## src/mlft_pkg.sv

```systemverilog
// Shared types, constants and field widths of the MPLS label forwarding table.
package mlft_pkg;

    localparam int LABEL_W = 20;
    localparam int IFACE_W = 4;
    localparam int COLOR_W = 16;
    localparam int OPCNT_W = 2;
    localparam int OPCODES_W = 6;
    localparam int TABLE_DEPTH_DEF = 16;
    localparam int MAX_OPS_DEF = 3;
    localparam logic [LABEL_W-1:0] LABEL_MAX = '1;

    typedef enum logic [1:0] {
        CMD_LOOKUP  = 2'd0,
        CMD_INSTALL = 2'd1,
        CMD_REMOVE  = 2'd2,
        CMD_LOAD    = 2'd3
    } cmd_t;

    typedef enum logic [1:0] {
        ST_OK        = 2'd0,
        ST_NOT_FOUND = 2'd1,
        ST_FULL      = 2'd2,
        ST_EXHAUSTED = 2'd3
    } status_t;

    // Stored contents of one table entry.
    typedef struct packed {
        logic [LABEL_W-1:0]   in_label;
        logic [IFACE_W-1:0]   in_iface;
        logic [IFACE_W-1:0]   out_iface;
        logic [COLOR_W-1:0]   color;
        logic [OPCNT_W-1:0]   op_count;
        logic [OPCODES_W-1:0] op_codes;
        logic [LABEL_W-1:0]   op0_label;
        logic [LABEL_W-1:0]   op1_label;
        logic [LABEL_W-1:0]   op2_label;
    } entry_t;

    typedef struct packed {
        logic [IFACE_W-1:0]   in_iface;
        logic                 match_any_iface;
        logic [LABEL_W-1:0]   in_label;
    } key_t;

    typedef struct packed {
        logic [COLOR_W-1:0]   color;
        logic [OPCNT_W-1:0]   op_count;
        logic [OPCODES_W-1:0] op_codes;
        logic [LABEL_W-1:0]   op0_label;
        logic [LABEL_W-1:0]   op1_label;
        logic [LABEL_W-1:0]   op2_label;
        logic [IFACE_W-1:0]   out_iface;
    } data_t;

endpackage

```

## src/mlft_if.sv

```systemverilog
// Valid/ready channel interfaces for commands and results.
interface mlft_cmd_if;
    import mlft_pkg::*;
    logic valid;
    logic ready;
    logic [1:0]           command;
    logic [IFACE_W-1:0]   in_iface;
    logic                 match_any_iface;
    logic [LABEL_W-1:0]   in_label;
    logic                 allocate_label;
    logic [IFACE_W-1:0]   out_iface;
    logic [COLOR_W-1:0]   color;
    logic [OPCNT_W-1:0]   op_count;
    logic [OPCODES_W-1:0] op_codes;
    logic [LABEL_W-1:0]   op0_label;
    logic [LABEL_W-1:0]   op1_label;
    logic [LABEL_W-1:0]   op2_label;
    modport source (output valid, command, in_iface, match_any_iface, in_label,
        allocate_label, out_iface, color, op_count, op_codes, op0_label, op1_label,
        op2_label, input ready);
    modport sink (input valid, command, in_iface, match_any_iface, in_label,
        allocate_label, out_iface, color, op_count, op_codes, op0_label, op1_label,
        op2_label, output ready);
endinterface

interface mlft_rsp_if;
    import mlft_pkg::*;
    logic valid;
    logic ready;
    logic [1:0]           status;
    logic [LABEL_W-1:0]   result_label;
    logic [IFACE_W-1:0]   found_out_iface;
    logic [COLOR_W-1:0]   found_color;
    logic [OPCNT_W-1:0]   found_op_count;
    logic [OPCODES_W-1:0] found_op_codes;
    logic [LABEL_W-1:0]   found_op0_label;
    logic [LABEL_W-1:0]   found_op1_label;
    logic [LABEL_W-1:0]   found_op2_label;
    modport source (output valid, status, result_label, found_out_iface, found_color,
        found_op_count, found_op_codes, found_op0_label, found_op1_label,
        found_op2_label, input ready);
    modport sink (input valid, status, result_label, found_out_iface, found_color,
        found_op_count, found_op_codes, found_op0_label, found_op1_label,
        found_op2_label, output ready);
endinterface

```

## src/mlft_cell.sv

```systemverilog
// One table cell: holds an entry, compares it with the key, loads or shifts.
module mlft_cell
    import mlft_pkg::*;
(
    input  logic   clk,
    input  logic   rst_n,
    input  key_t   key,
    input  logic   write_en,
    input  entry_t write_entry,
    input  logic   shift_en,
    input  logic   upper_valid,
    input  entry_t upper_entry,
    output logic   valid,
    output entry_t entry,
    output logic   hit_label,
    output logic   hit_lookup
);

    logic   valid_reg;
    entry_t entry_reg;

    always_ff @(posedge clk or negedge rst_n)
    begin
        if (!rst_n)
        begin
            valid_reg <= 1'b0;
        end
        else if (write_en)
        begin
            valid_reg <= 1'b1;
        end
        else if (shift_en)
        begin
            valid_reg <= upper_valid;
        end
    end

    always_ff @(posedge clk)
    begin
        if (write_en)
        begin
            entry_reg <= write_entry;
        end
        else if (shift_en)
        begin
            entry_reg <= upper_entry;
        end
    end

    assign valid = valid_reg;
    assign entry = entry_reg;
    assign hit_label = valid_reg && (entry_reg.in_label == key.in_label);
    assign hit_lookup = hit_label
        && (key.match_any_iface || (entry_reg.in_iface == key.in_iface));

endmodule

```

## src/mlft_ctrl.sv

```systemverilog
// Sequencer: latches a command, resolves matches over the cell row, drives updates.
module mlft_ctrl
    import mlft_pkg::*;
#(
    parameter int TABLE_DEPTH = TABLE_DEPTH_DEF,
    parameter int MAX_OPS = MAX_OPS_DEF
)
(
    input  logic                   clk,
    input  logic                   rst_n,
    mlft_cmd_if.sink               cmd,
    mlft_rsp_if.source             rsp,
    output key_t                   key,
    output entry_t                 write_entry,
    input  logic [TABLE_DEPTH-1:0] cell_valid,
    input  logic [TABLE_DEPTH-1:0] hit_label,
    input  logic [TABLE_DEPTH-1:0] hit_lookup,
    input  entry_t                 cell_entry [TABLE_DEPTH],
    output logic [TABLE_DEPTH-1:0] write_en,
    output logic [TABLE_DEPTH-1:0] shift_en
);

    localparam int IDX_W = (TABLE_DEPTH > 1) ? $clog2(TABLE_DEPTH) : 1;

    typedef enum logic [1:0] {S_IDLE, S_EXEC, S_RESP} state_t;

    state_t             state_reg;
    cmd_t               cmd_reg;
    logic               alloc_reg;
    key_t               key_reg;
    entry_t             ent_reg;
    logic [LABEL_W-1:0] highest_reg;
    logic [LABEL_W-1:0] highest_next;
    logic [1:0]         status_reg;
    logic [1:0]         status_next;
    logic [LABEL_W-1:0] rlabel_reg;
    logic [LABEL_W-1:0] rlabel_next;
    data_t              found_reg;
    data_t              found_next;

    // Row-wide priority resolution over the cells.
    logic               any_label;
    logic               any_lookup;
    logic [IDX_W-1:0]   label_idx;
    logic [IDX_W-1:0]   lookup_idx;
    logic               full;
    logic [IDX_W-1:0]   free_idx;
    logic [LABEL_W-1:0] next_label;

    always_comb
    begin
        any_label = 1'b0;
        any_lookup = 1'b0;
        label_idx = '0;
        lookup_idx = '0;
        full = 1'b1;
        free_idx = '0;
        for (int i = TABLE_DEPTH - 1; i >= 0; i--)
        begin
            if (hit_label[i])
            begin
                any_label = 1'b1;
                label_idx = IDX_W'(i);
            end
            if (hit_lookup[i])
            begin
                any_lookup = 1'b1;
                lookup_idx = IDX_W'(i);
            end
            if (!cell_valid[i])
            begin
                full = 1'b0;
                free_idx = IDX_W'(i);
            end
        end
    end

    assign next_label = highest_reg + LABEL_W'(1);
    assign key = key_reg;

    always_comb
    begin
        write_entry = ent_reg;
        write_en = '0;
        shift_en = '0;
        if (cmd_reg == CMD_INSTALL && alloc_reg)
        begin
            write_entry.in_label = next_label;
        end
        if (state_reg == S_EXEC)
        begin
            unique case (cmd_reg)
                CMD_LOOKUP:
                begin
                end
                CMD_INSTALL:
                begin
                    if (alloc_reg)
                    begin
                        if (highest_reg != LABEL_MAX && !full)
                        begin
                            write_en[free_idx] = 1'b1;
                        end
                    end
                    else if (any_label)
                    begin
                        write_en[label_idx] = 1'b1;
                    end
                end
                CMD_REMOVE:
                begin
                    if (any_label)
                    begin
                        for (int i = 0; i < TABLE_DEPTH; i++)
                        begin
                            shift_en[i] = (IDX_W'(i) >= label_idx);
                        end
                    end
                end
                CMD_LOAD:
                begin
                    if (!full)
                    begin
                        write_en[free_idx] = 1'b1;
                    end
                end
                default:
                begin
                end
            endcase
        end
    end

    // Response contents and the new highest label for the command in flight.
    always_comb
    begin
        status_next = ST_OK;
        rlabel_next = key_reg.in_label;
        found_next = '0;
        highest_next = highest_reg;
        unique case (cmd_reg)
            CMD_LOOKUP:
            begin
                if (any_lookup)
                begin
                    found_next.out_iface = cell_entry[lookup_idx].out_iface;
                    found_next.color = cell_entry[lookup_idx].color;
                    found_next.op_count = cell_entry[lookup_idx].op_count;
                    found_next.op_codes = cell_entry[lookup_idx].op_codes;
                    found_next.op0_label = cell_entry[lookup_idx].op0_label;
                    found_next.op1_label = cell_entry[lookup_idx].op1_label;
                    found_next.op2_label = cell_entry[lookup_idx].op2_label;
                end
                else
                begin
                    status_next = ST_NOT_FOUND;
                end
            end
            CMD_INSTALL:
            begin
                if (alloc_reg)
                begin
                    if (highest_reg == LABEL_MAX)
                    begin
                        status_next = ST_EXHAUSTED;
                    end
                    else if (full)
                    begin
                        status_next = ST_FULL;
                    end
                    else
                    begin
                        highest_next = next_label;
                        rlabel_next = next_label;
                    end
                end
                else if (!any_label)
                begin
                    status_next = ST_NOT_FOUND;
                end
            end
            CMD_REMOVE:
            begin
                if (!any_label)
                begin
                    status_next = ST_NOT_FOUND;
                end
            end
            CMD_LOAD:
            begin
                if (full)
                begin
                    status_next = ST_FULL;
                end
                else if (key_reg.in_label > highest_reg)
                begin
                    highest_next = key_reg.in_label;
                end
            end
            default:
            begin
            end
        endcase
    end

    // Clamp the operation list to the configured number of operations.
    function automatic entry_t pack_entry(
        input logic [IFACE_W-1:0] ii, input logic [LABEL_W-1:0] lab,
        input logic [IFACE_W-1:0] oi, input logic [COLOR_W-1:0] col,
        input logic [OPCNT_W-1:0] cnt, input logic [OPCODES_W-1:0] codes,
        input logic [LABEL_W-1:0] l0, input logic [LABEL_W-1:0] l1,
        input logic [LABEL_W-1:0] l2);
        entry_t e;
        e.in_label = lab;
        e.in_iface = ii;
        e.out_iface = oi;
        e.color = col;
        e.op_count = (cnt > OPCNT_W'(MAX_OPS)) ? OPCNT_W'(MAX_OPS) : cnt;
        e.op_codes = codes;
        e.op0_label = l0;
        e.op1_label = l1;
        e.op2_label = l2;
        if (MAX_OPS < 3)
        begin
            e.op_codes[5:4] = 2'b00;
            e.op2_label = '0;
        end
        if (MAX_OPS < 2)
        begin
            e.op_codes[3:2] = 2'b00;
            e.op1_label = '0;
        end
        return e;
    endfunction

    assign cmd.ready = (state_reg == S_IDLE);
    assign rsp.valid = (state_reg == S_RESP);
    assign rsp.status = status_reg;
    assign rsp.result_label = rlabel_reg;
    assign rsp.found_out_iface = found_reg.out_iface;
    assign rsp.found_color = found_reg.color;
    assign rsp.found_op_count = found_reg.op_count;
    assign rsp.found_op_codes = found_reg.op_codes;
    assign rsp.found_op0_label = found_reg.op0_label;
    assign rsp.found_op1_label = found_reg.op1_label;
    assign rsp.found_op2_label = found_reg.op2_label;

    always_ff @(posedge clk or negedge rst_n)
    begin
        if (!rst_n)
        begin
            state_reg <= S_IDLE;
            highest_reg <= '0;
        end
        else
        begin
            unique case (state_reg)
                S_IDLE:
                begin
                    if (cmd.valid)
                    begin
                        cmd_reg <= cmd_t'(cmd.command);
                        alloc_reg <= cmd.allocate_label;
                        key_reg.in_iface <= cmd.in_iface;
                        key_reg.match_any_iface <= cmd.match_any_iface;
                        key_reg.in_label <= cmd.in_label;
                        ent_reg <= pack_entry(cmd.in_iface, cmd.in_label, cmd.out_iface,
                            cmd.color, cmd.op_count, cmd.op_codes, cmd.op0_label,
                            cmd.op1_label, cmd.op2_label);
                        state_reg <= S_EXEC;
                    end
                end
                S_EXEC:
                begin
                    status_reg <= status_next;
                    rlabel_reg <= rlabel_next;
                    found_reg <= found_next;
                    highest_reg <= highest_next;
                    state_reg <= S_RESP;
                end
                S_RESP:
                begin
                    if (rsp.ready)
                    begin
                        state_reg <= S_IDLE;
                    end
                end
                default:
                begin
                    state_reg <= S_IDLE;
                end
            endcase
        end
    end

endmodule

```

## src/mpls_label_forwarding_table_unit.sv

```systemverilog
// Top level of the MPLS label forwarding table: cell row plus sequencer.
//
// Commands arrive on the cmd channel, one beat per command, and each gives
// exactly one beat on the rsp channel. A command is taken while the block is
// idle, is resolved against every cell of the row in the next cycle (all
// cells compare their label and interface with the key at once, and the
// first hit wins), and the response beat is offered in the cycle after that.
// The next command is taken only once the response beat is gone, so the
// single shared sequencer works on one command at a time, and any time the
// receiver holds rsp.ready low delays the next command.
// Writes and removals happen in the resolving cycle: a removal shifts every
// cell above the hit down by one neighbor at once in that cycle, keeping order.
// Reset empties the table (all valid bits clear) and sets the highest label
// seen to zero; no clearing pass is needed. While the receiver stalls, the
// response is held and no new command is accepted.
module mpls_label_forwarding_table_unit
    import mlft_pkg::*;
#(
    parameter int TABLE_DEPTH = TABLE_DEPTH_DEF,
    parameter int MAX_OPS = MAX_OPS_DEF
)
(
    input  logic       clk,
    input  logic       rst_n,
    mlft_cmd_if.sink   cmd,
    mlft_rsp_if.source rsp
);

    key_t                   key;
    entry_t                 write_entry;
    logic [TABLE_DEPTH-1:0] cell_valid;
    logic [TABLE_DEPTH-1:0] hit_label;
    logic [TABLE_DEPTH-1:0] hit_lookup;
    logic [TABLE_DEPTH-1:0] write_en;
    logic [TABLE_DEPTH-1:0] shift_en;
    entry_t                 cell_entry [TABLE_DEPTH];

    mlft_ctrl #(
        .TABLE_DEPTH(TABLE_DEPTH),
        .MAX_OPS(MAX_OPS)
    ) u_ctrl (
        .clk(clk),
        .rst_n(rst_n),
        .cmd(cmd),
        .rsp(rsp),
        .key(key),
        .write_entry(write_entry),
        .cell_valid(cell_valid),
        .hit_label(hit_label),
        .hit_lookup(hit_lookup),
        .cell_entry(cell_entry),
        .write_en(write_en),
        .shift_en(shift_en)
    );

    for (genvar g = 0; g < TABLE_DEPTH; g++)
    begin : g_cell
        logic   up_valid;
        entry_t up_entry;
        if (g == TABLE_DEPTH - 1)
        begin : g_top
            assign up_valid = 1'b0;
            assign up_entry = cell_entry[g];
        end
        else
        begin : g_mid
            assign up_valid = cell_valid[g+1];
            assign up_entry = cell_entry[g+1];
        end

        mlft_cell u_cell (
            .clk(clk),
            .rst_n(rst_n),
            .key(key),
            .write_en(write_en[g]),
            .write_entry(write_entry),
            .shift_en(shift_en[g]),
            .upper_valid(up_valid),
            .upper_entry(up_entry),
            .valid(cell_valid[g]),
            .entry(cell_entry[g]),
            .hit_label(hit_label[g]),
            .hit_lookup(hit_lookup[g])
        );
    end

endmodule

```

## src/flat_wrapper.sv

```systemverilog
// flat-port wrapper written by rule: the top's interface ports become plain ports
module mpls_label_forwarding_table_unit_flat import mlft_pkg::*;
#(
    parameter int TABLE_DEPTH = TABLE_DEPTH_DEF,
    parameter int MAX_OPS = MAX_OPS_DEF
)
  (clk, rst_n, cmd_valid, cmd_command, cmd_in_iface, cmd_match_any_iface, cmd_in_label, cmd_allocate_label, cmd_out_iface, cmd_color, cmd_op_count, cmd_op_codes, cmd_op0_label, cmd_op1_label, cmd_op2_label, cmd_ready, rsp_valid, rsp_status, rsp_result_label, rsp_found_out_iface, rsp_found_color, rsp_found_op_count, rsp_found_op_codes, rsp_found_op0_label, rsp_found_op1_label, rsp_found_op2_label, rsp_ready);
  mlft_cmd_if cmd_i ();
  mlft_rsp_if rsp_i ();
  input  logic clk;
  input  logic rst_n;
  input wire logic [$bits(cmd_i.valid)-1:0] cmd_valid;
  input wire logic [$bits(cmd_i.command)-1:0] cmd_command;
  input wire logic [$bits(cmd_i.in_iface)-1:0] cmd_in_iface;
  input wire logic [$bits(cmd_i.match_any_iface)-1:0] cmd_match_any_iface;
  input wire logic [$bits(cmd_i.in_label)-1:0] cmd_in_label;
  input wire logic [$bits(cmd_i.allocate_label)-1:0] cmd_allocate_label;
  input wire logic [$bits(cmd_i.out_iface)-1:0] cmd_out_iface;
  input wire logic [$bits(cmd_i.color)-1:0] cmd_color;
  input wire logic [$bits(cmd_i.op_count)-1:0] cmd_op_count;
  input wire logic [$bits(cmd_i.op_codes)-1:0] cmd_op_codes;
  input wire logic [$bits(cmd_i.op0_label)-1:0] cmd_op0_label;
  input wire logic [$bits(cmd_i.op1_label)-1:0] cmd_op1_label;
  input wire logic [$bits(cmd_i.op2_label)-1:0] cmd_op2_label;
  output wire logic [$bits(cmd_i.ready)-1:0] cmd_ready;
  output wire logic [$bits(rsp_i.valid)-1:0] rsp_valid;
  output wire logic [$bits(rsp_i.status)-1:0] rsp_status;
  output wire logic [$bits(rsp_i.result_label)-1:0] rsp_result_label;
  output wire logic [$bits(rsp_i.found_out_iface)-1:0] rsp_found_out_iface;
  output wire logic [$bits(rsp_i.found_color)-1:0] rsp_found_color;
  output wire logic [$bits(rsp_i.found_op_count)-1:0] rsp_found_op_count;
  output wire logic [$bits(rsp_i.found_op_codes)-1:0] rsp_found_op_codes;
  output wire logic [$bits(rsp_i.found_op0_label)-1:0] rsp_found_op0_label;
  output wire logic [$bits(rsp_i.found_op1_label)-1:0] rsp_found_op1_label;
  output wire logic [$bits(rsp_i.found_op2_label)-1:0] rsp_found_op2_label;
  input wire logic [$bits(rsp_i.ready)-1:0] rsp_ready;
  assign cmd_i.valid = cmd_valid;
  assign cmd_i.command = cmd_command;
  assign cmd_i.in_iface = cmd_in_iface;
  assign cmd_i.match_any_iface = cmd_match_any_iface;
  assign cmd_i.in_label = cmd_in_label;
  assign cmd_i.allocate_label = cmd_allocate_label;
  assign cmd_i.out_iface = cmd_out_iface;
  assign cmd_i.color = cmd_color;
  assign cmd_i.op_count = cmd_op_count;
  assign cmd_i.op_codes = cmd_op_codes;
  assign cmd_i.op0_label = cmd_op0_label;
  assign cmd_i.op1_label = cmd_op1_label;
  assign cmd_i.op2_label = cmd_op2_label;
  assign cmd_ready = cmd_i.ready;
  assign rsp_valid = rsp_i.valid;
  assign rsp_status = rsp_i.status;
  assign rsp_result_label = rsp_i.result_label;
  assign rsp_found_out_iface = rsp_i.found_out_iface;
  assign rsp_found_color = rsp_i.found_color;
  assign rsp_found_op_count = rsp_i.found_op_count;
  assign rsp_found_op_codes = rsp_i.found_op_codes;
  assign rsp_found_op0_label = rsp_i.found_op0_label;
  assign rsp_found_op1_label = rsp_i.found_op1_label;
  assign rsp_found_op2_label = rsp_i.found_op2_label;
  assign rsp_i.ready = rsp_ready;
  mpls_label_forwarding_table_unit #(.TABLE_DEPTH(TABLE_DEPTH), .MAX_OPS(MAX_OPS)) u_core (.clk(clk), .rst_n(rst_n), .cmd(cmd_i), .rsp(rsp_i));
endmodule
```

## config.mk

```make
export PLATFORM = sky130hd
export DESIGN_NAME = mpls_label_forwarding_table_unit_flat
export DESIGN_NICKNAME = d
export VERILOG_FILES = /design/src/mlft_pkg.sv /design/src/mlft_if.sv /design/src/mlft_cell.sv /design/src/mlft_ctrl.sv /design/src/mpls_label_forwarding_table_unit.sv /design/src/flat_wrapper.sv
export SDC_FILE = /design/constraint.sdc
export NUM_CORES = 2
export LEC_CHECK = 0
export ABC_AREA = 0
export BUFFER_PORTS_ARGS = -buffer_cell sky130_fd_sc_hd__buf_2
export CAP_MARGIN = 40
export CORE_AREA = 3 3 590 592
export CTS_CLUSTER_SIZE = 12
export DETAILED_ROUTE_END_ITERATION = 8
export DIE_AREA = 0 0 593 595
export SLEW_MARGIN = 20
export SYNTH_ARGS = -nofsm -noshare
export SYNTH_HDL_FRONTEND = slang
export SYNTH_SLANG_ARGS = --single-unit
```

## constraint.sdc

```tcl
create_clock -name clk -period 25.2 [get_ports clk]
set_input_delay 2.52 -clock clk [delete_from_list [all_inputs] [get_ports clk]]
set_output_delay 2.52 -clock clk [all_outputs]
set_load 0.02 [all_outputs]
```

==> results.txt <==
CTS H-Tree Depth = 4
Tcrit/Tclk final = 30.3%
hold depth = 1
Die Y = 595 um
sequential share of the synthesized area = 59.9%
initial antenna violation count = 44
Starting Density = 29.9%
Nets = 8038
overall global routing resource usage = 20.4%
Post-synth EDFFs = 2018
slew margin rel. = 29.5%
Fmax = 0.131 GHz
CORE AREA = 343000 um^2
WL final = 374 mm
power per cell area = 66.2 nW/um^2
most frequent cell after synthesis = edfxtp_1
routed vias/inst = 5.58
Hold Path Sink = u_core.g_cell[0].u_cell.entry[89]
synthesized cell area = 103000 um^2
reg2reg end = u_core.u_ctrl.rsp.found_op1_label[8]
Synth area leaders = edfxtp_1 (59%), mux2_2 (12%), mux2i_1 (5.3%)
setup_tns = 0 ns
Post-route DRC = 0
wire length of the first global-routing pass = 524 mm
M3 GR Usage = 3.27%
vias in the first global route = 69383
Worst-Margin Slew = 1.06 ns
Async S/R FF share, synth = 1.85%
Pins Over Slew Limit = 0
Worst Path Required = 25.86 ns
area grow syn2layout = 13.6%
max_cap viols = 0
Ys Warns = 0
peak supply drop = 0.0000595 V
post-route setup slack = 17.57 ns
half-perimeter wire length after placement = 227 mm
syn_area_per_cell = 13.1 um^2
gp weighted congestion = 0.962
reg-to-reg slack, setup = 17.57 ns
met1 Resource Use GR = 27.4%
Final Instance Count excl. Fillers = 12619
worst r2r src = u_core.u_ctrl.ent_reg[92]
CTS root buf = clkbuf_16
HP Start = u_core.g_cell[1].u_cell.entry[89]
Clk pin slew, worst setup/hold paths = 0.07 ns
post-synth top area cell = edfxtp_1
dpl cell area = 110000 um^2
Fillers = 33188
postcts setup bufs = 0
# IOs = 232
Clock Skews = 0.159 ns
Leakage Power = 39.5 nW
Synth top area share = 59.0%
total CTS buffers = 224
post-route cell area = 117000 um^2
CP max FO = 49
number of synthesized register bits = 2056
crit path time final = 7.63 ns
Max Buffers Root-to-Sink = 4
Via Count = 70445
Commonest cells post-synth = edfxtp_1 (2018), nand2_1 (1297), mux2_2 (1089)
Arr. time, crit path = 8.28 ns
syn nets = 7957
Cells after Synth = 7816
Final Hold Fails = 0
Post-DRT Antenna Nets = 0
dpl ws = 17.74 ns
Die X = 593 um
RSZ-0062 raised after global routing = no
critical path startpoint category = flop
Starting DRT DRC Count = 8981
max FFs per register = 1792
HP Class = reg2reg
largest net degree at the start of global routing = 130
fraction of layout cells with a size suffix above 1 = 24.5%
GRT Residual Overflow = 0
Cell variety after synth = 93
final setup vio count = 0
Rows = 215
run status = finished, final reports clean
Hold Buf Count CTS = 0
Placed Cells = 12217
Resize count post-CTS = 0
worst skew pair latency = 0.95 ns
# port buffers = 231
Crit. End Element = flop
ys flop type = edfxtp_1
DR WL/cell = 29.6 um
busiest grt layer = met2
met2 Usage GRT = 33.4%
CTS tree = built
R2R depth = 17
Setup CP Type = reg2reg
First-pass DRT Iterations = 6
clk sink count = 2056
Die Footprint = 353000 um^2
-- cell usage in the layout (no fill, tap or decap), types with 59 or more instances in the layout --
cell / count
buf_4: 166
mux2_2: 1089
a21oi_1: 159
a211oi_1: 89
a221oi_1: 87
or4_1: 95
o22ai_1: 274
nand4_1: 85
nand3_1: 59
mux2i_1: 539
xnor2_1: 237
clkbuf_16: 227
nor2_1: 94
nand2_1: 1287
o21ai_0: 305
edfxtp_1: 2018
xor2_1: 169
buf_2: 236
-- worst max path at each step --
stage | startpoint | end | cells past startpoint
finish | u_core.u_ctrl.ent_reg[92] | u_core.u_ctrl.rsp.found_op1_label[8] | 17
global route | u_core.u_ctrl.ent_reg[92] | u_core.u_ctrl.rsp.found_op1_label[8] | 17
CTS | u_core.u_ctrl.ent_reg[92] | u_core.u_ctrl.rsp.found_op2_label[19] | 17
detailed placement | u_core.u_ctrl.ent_reg[92] | u_core.u_ctrl.rsp.found_op2_label[19] | 17
global placement | u_core.u_ctrl.ent_reg[92] | u_core.u_ctrl.rsp.found_op1_label[6] | 16
floorplan | u_core.u_ctrl.ent_reg[97] | u_core.g_cell[12].u_cell.entry[0] | 11
-- where the power goes --
group / switching [W] / total, W / leakage (nW) / internal [W]
Combinational: 0.000411 / 0.000598 / 17.5 / 0.000187
Clock: 0.00139 / 0.00317 / 3.28 / 0.00178
Sequential: 0.000132 / 0.00395 / 18.7 / 0.00382
Total: 0.00194 / 0.00772 / 39.5 / 0.00579
-- critical path, stage by stage (launching register included) --
cell and delay (ns):
edfxtp_1 0.32, buf_4 0.40, xor2_1 0.16, nor4_2 0.60
nand4_1 0.39, or2_1 0.42, o22ai_1 0.19, a21oi_1 0.09
o31a_1 0.37, o31ai_4 0.32, buf_4 0.62, buf_4 0.72
buf_4 0.79, buf_4 0.51, buf_16 0.30, mux2i_1 0.28
o22ai_1 0.09, or4_1 0.52
-- area by class of cell --
class                           count  area (um^2)  area share, %
Sequential cell                  2056        61500           52.8
Multi-Input combinational cell   5079        38200           32.8
Clock buffer                      280         5880           5.04
Tap cell                         4557         5700           4.89
Timing Repair Buffer              479         4190           3.59
Clock inverter                    104          860          0.737
Inverter                           57          214          0.183
Antenna cell                        7         17.5         0.0150
-- metrics by stage --
step	total power (W)	util (%)	hold WS, ns
finish	0.00772	34.0	0.469
global route	0.00795	34.0	0.500
CTS	0.00775	33.9	0.460
detailed placement	0.00461	32.0	0.525
global placement	0.00459	31.5	0.517
floorplan	0.00433	-	0.424
-- metal layers --
layer  vias to the layer above  wire, um
met1                     36174    152000
met4                         2     14000
met5                         -        13
met3                       740     32200
li1                      29616         -
met2                      3913    175000
-- kinds of logic after synthesis --
logic type	share of synthesized area [%]
and+or+nand+nor	8.25
AOI/OAI and AO/OA	6.60
buffers and inverters	3.25
muxes	18.2
DFF	59.9
xor gates and xnor gates	3.46
adders and majority gates	0.256
Power figures use the tool's default switching activity.
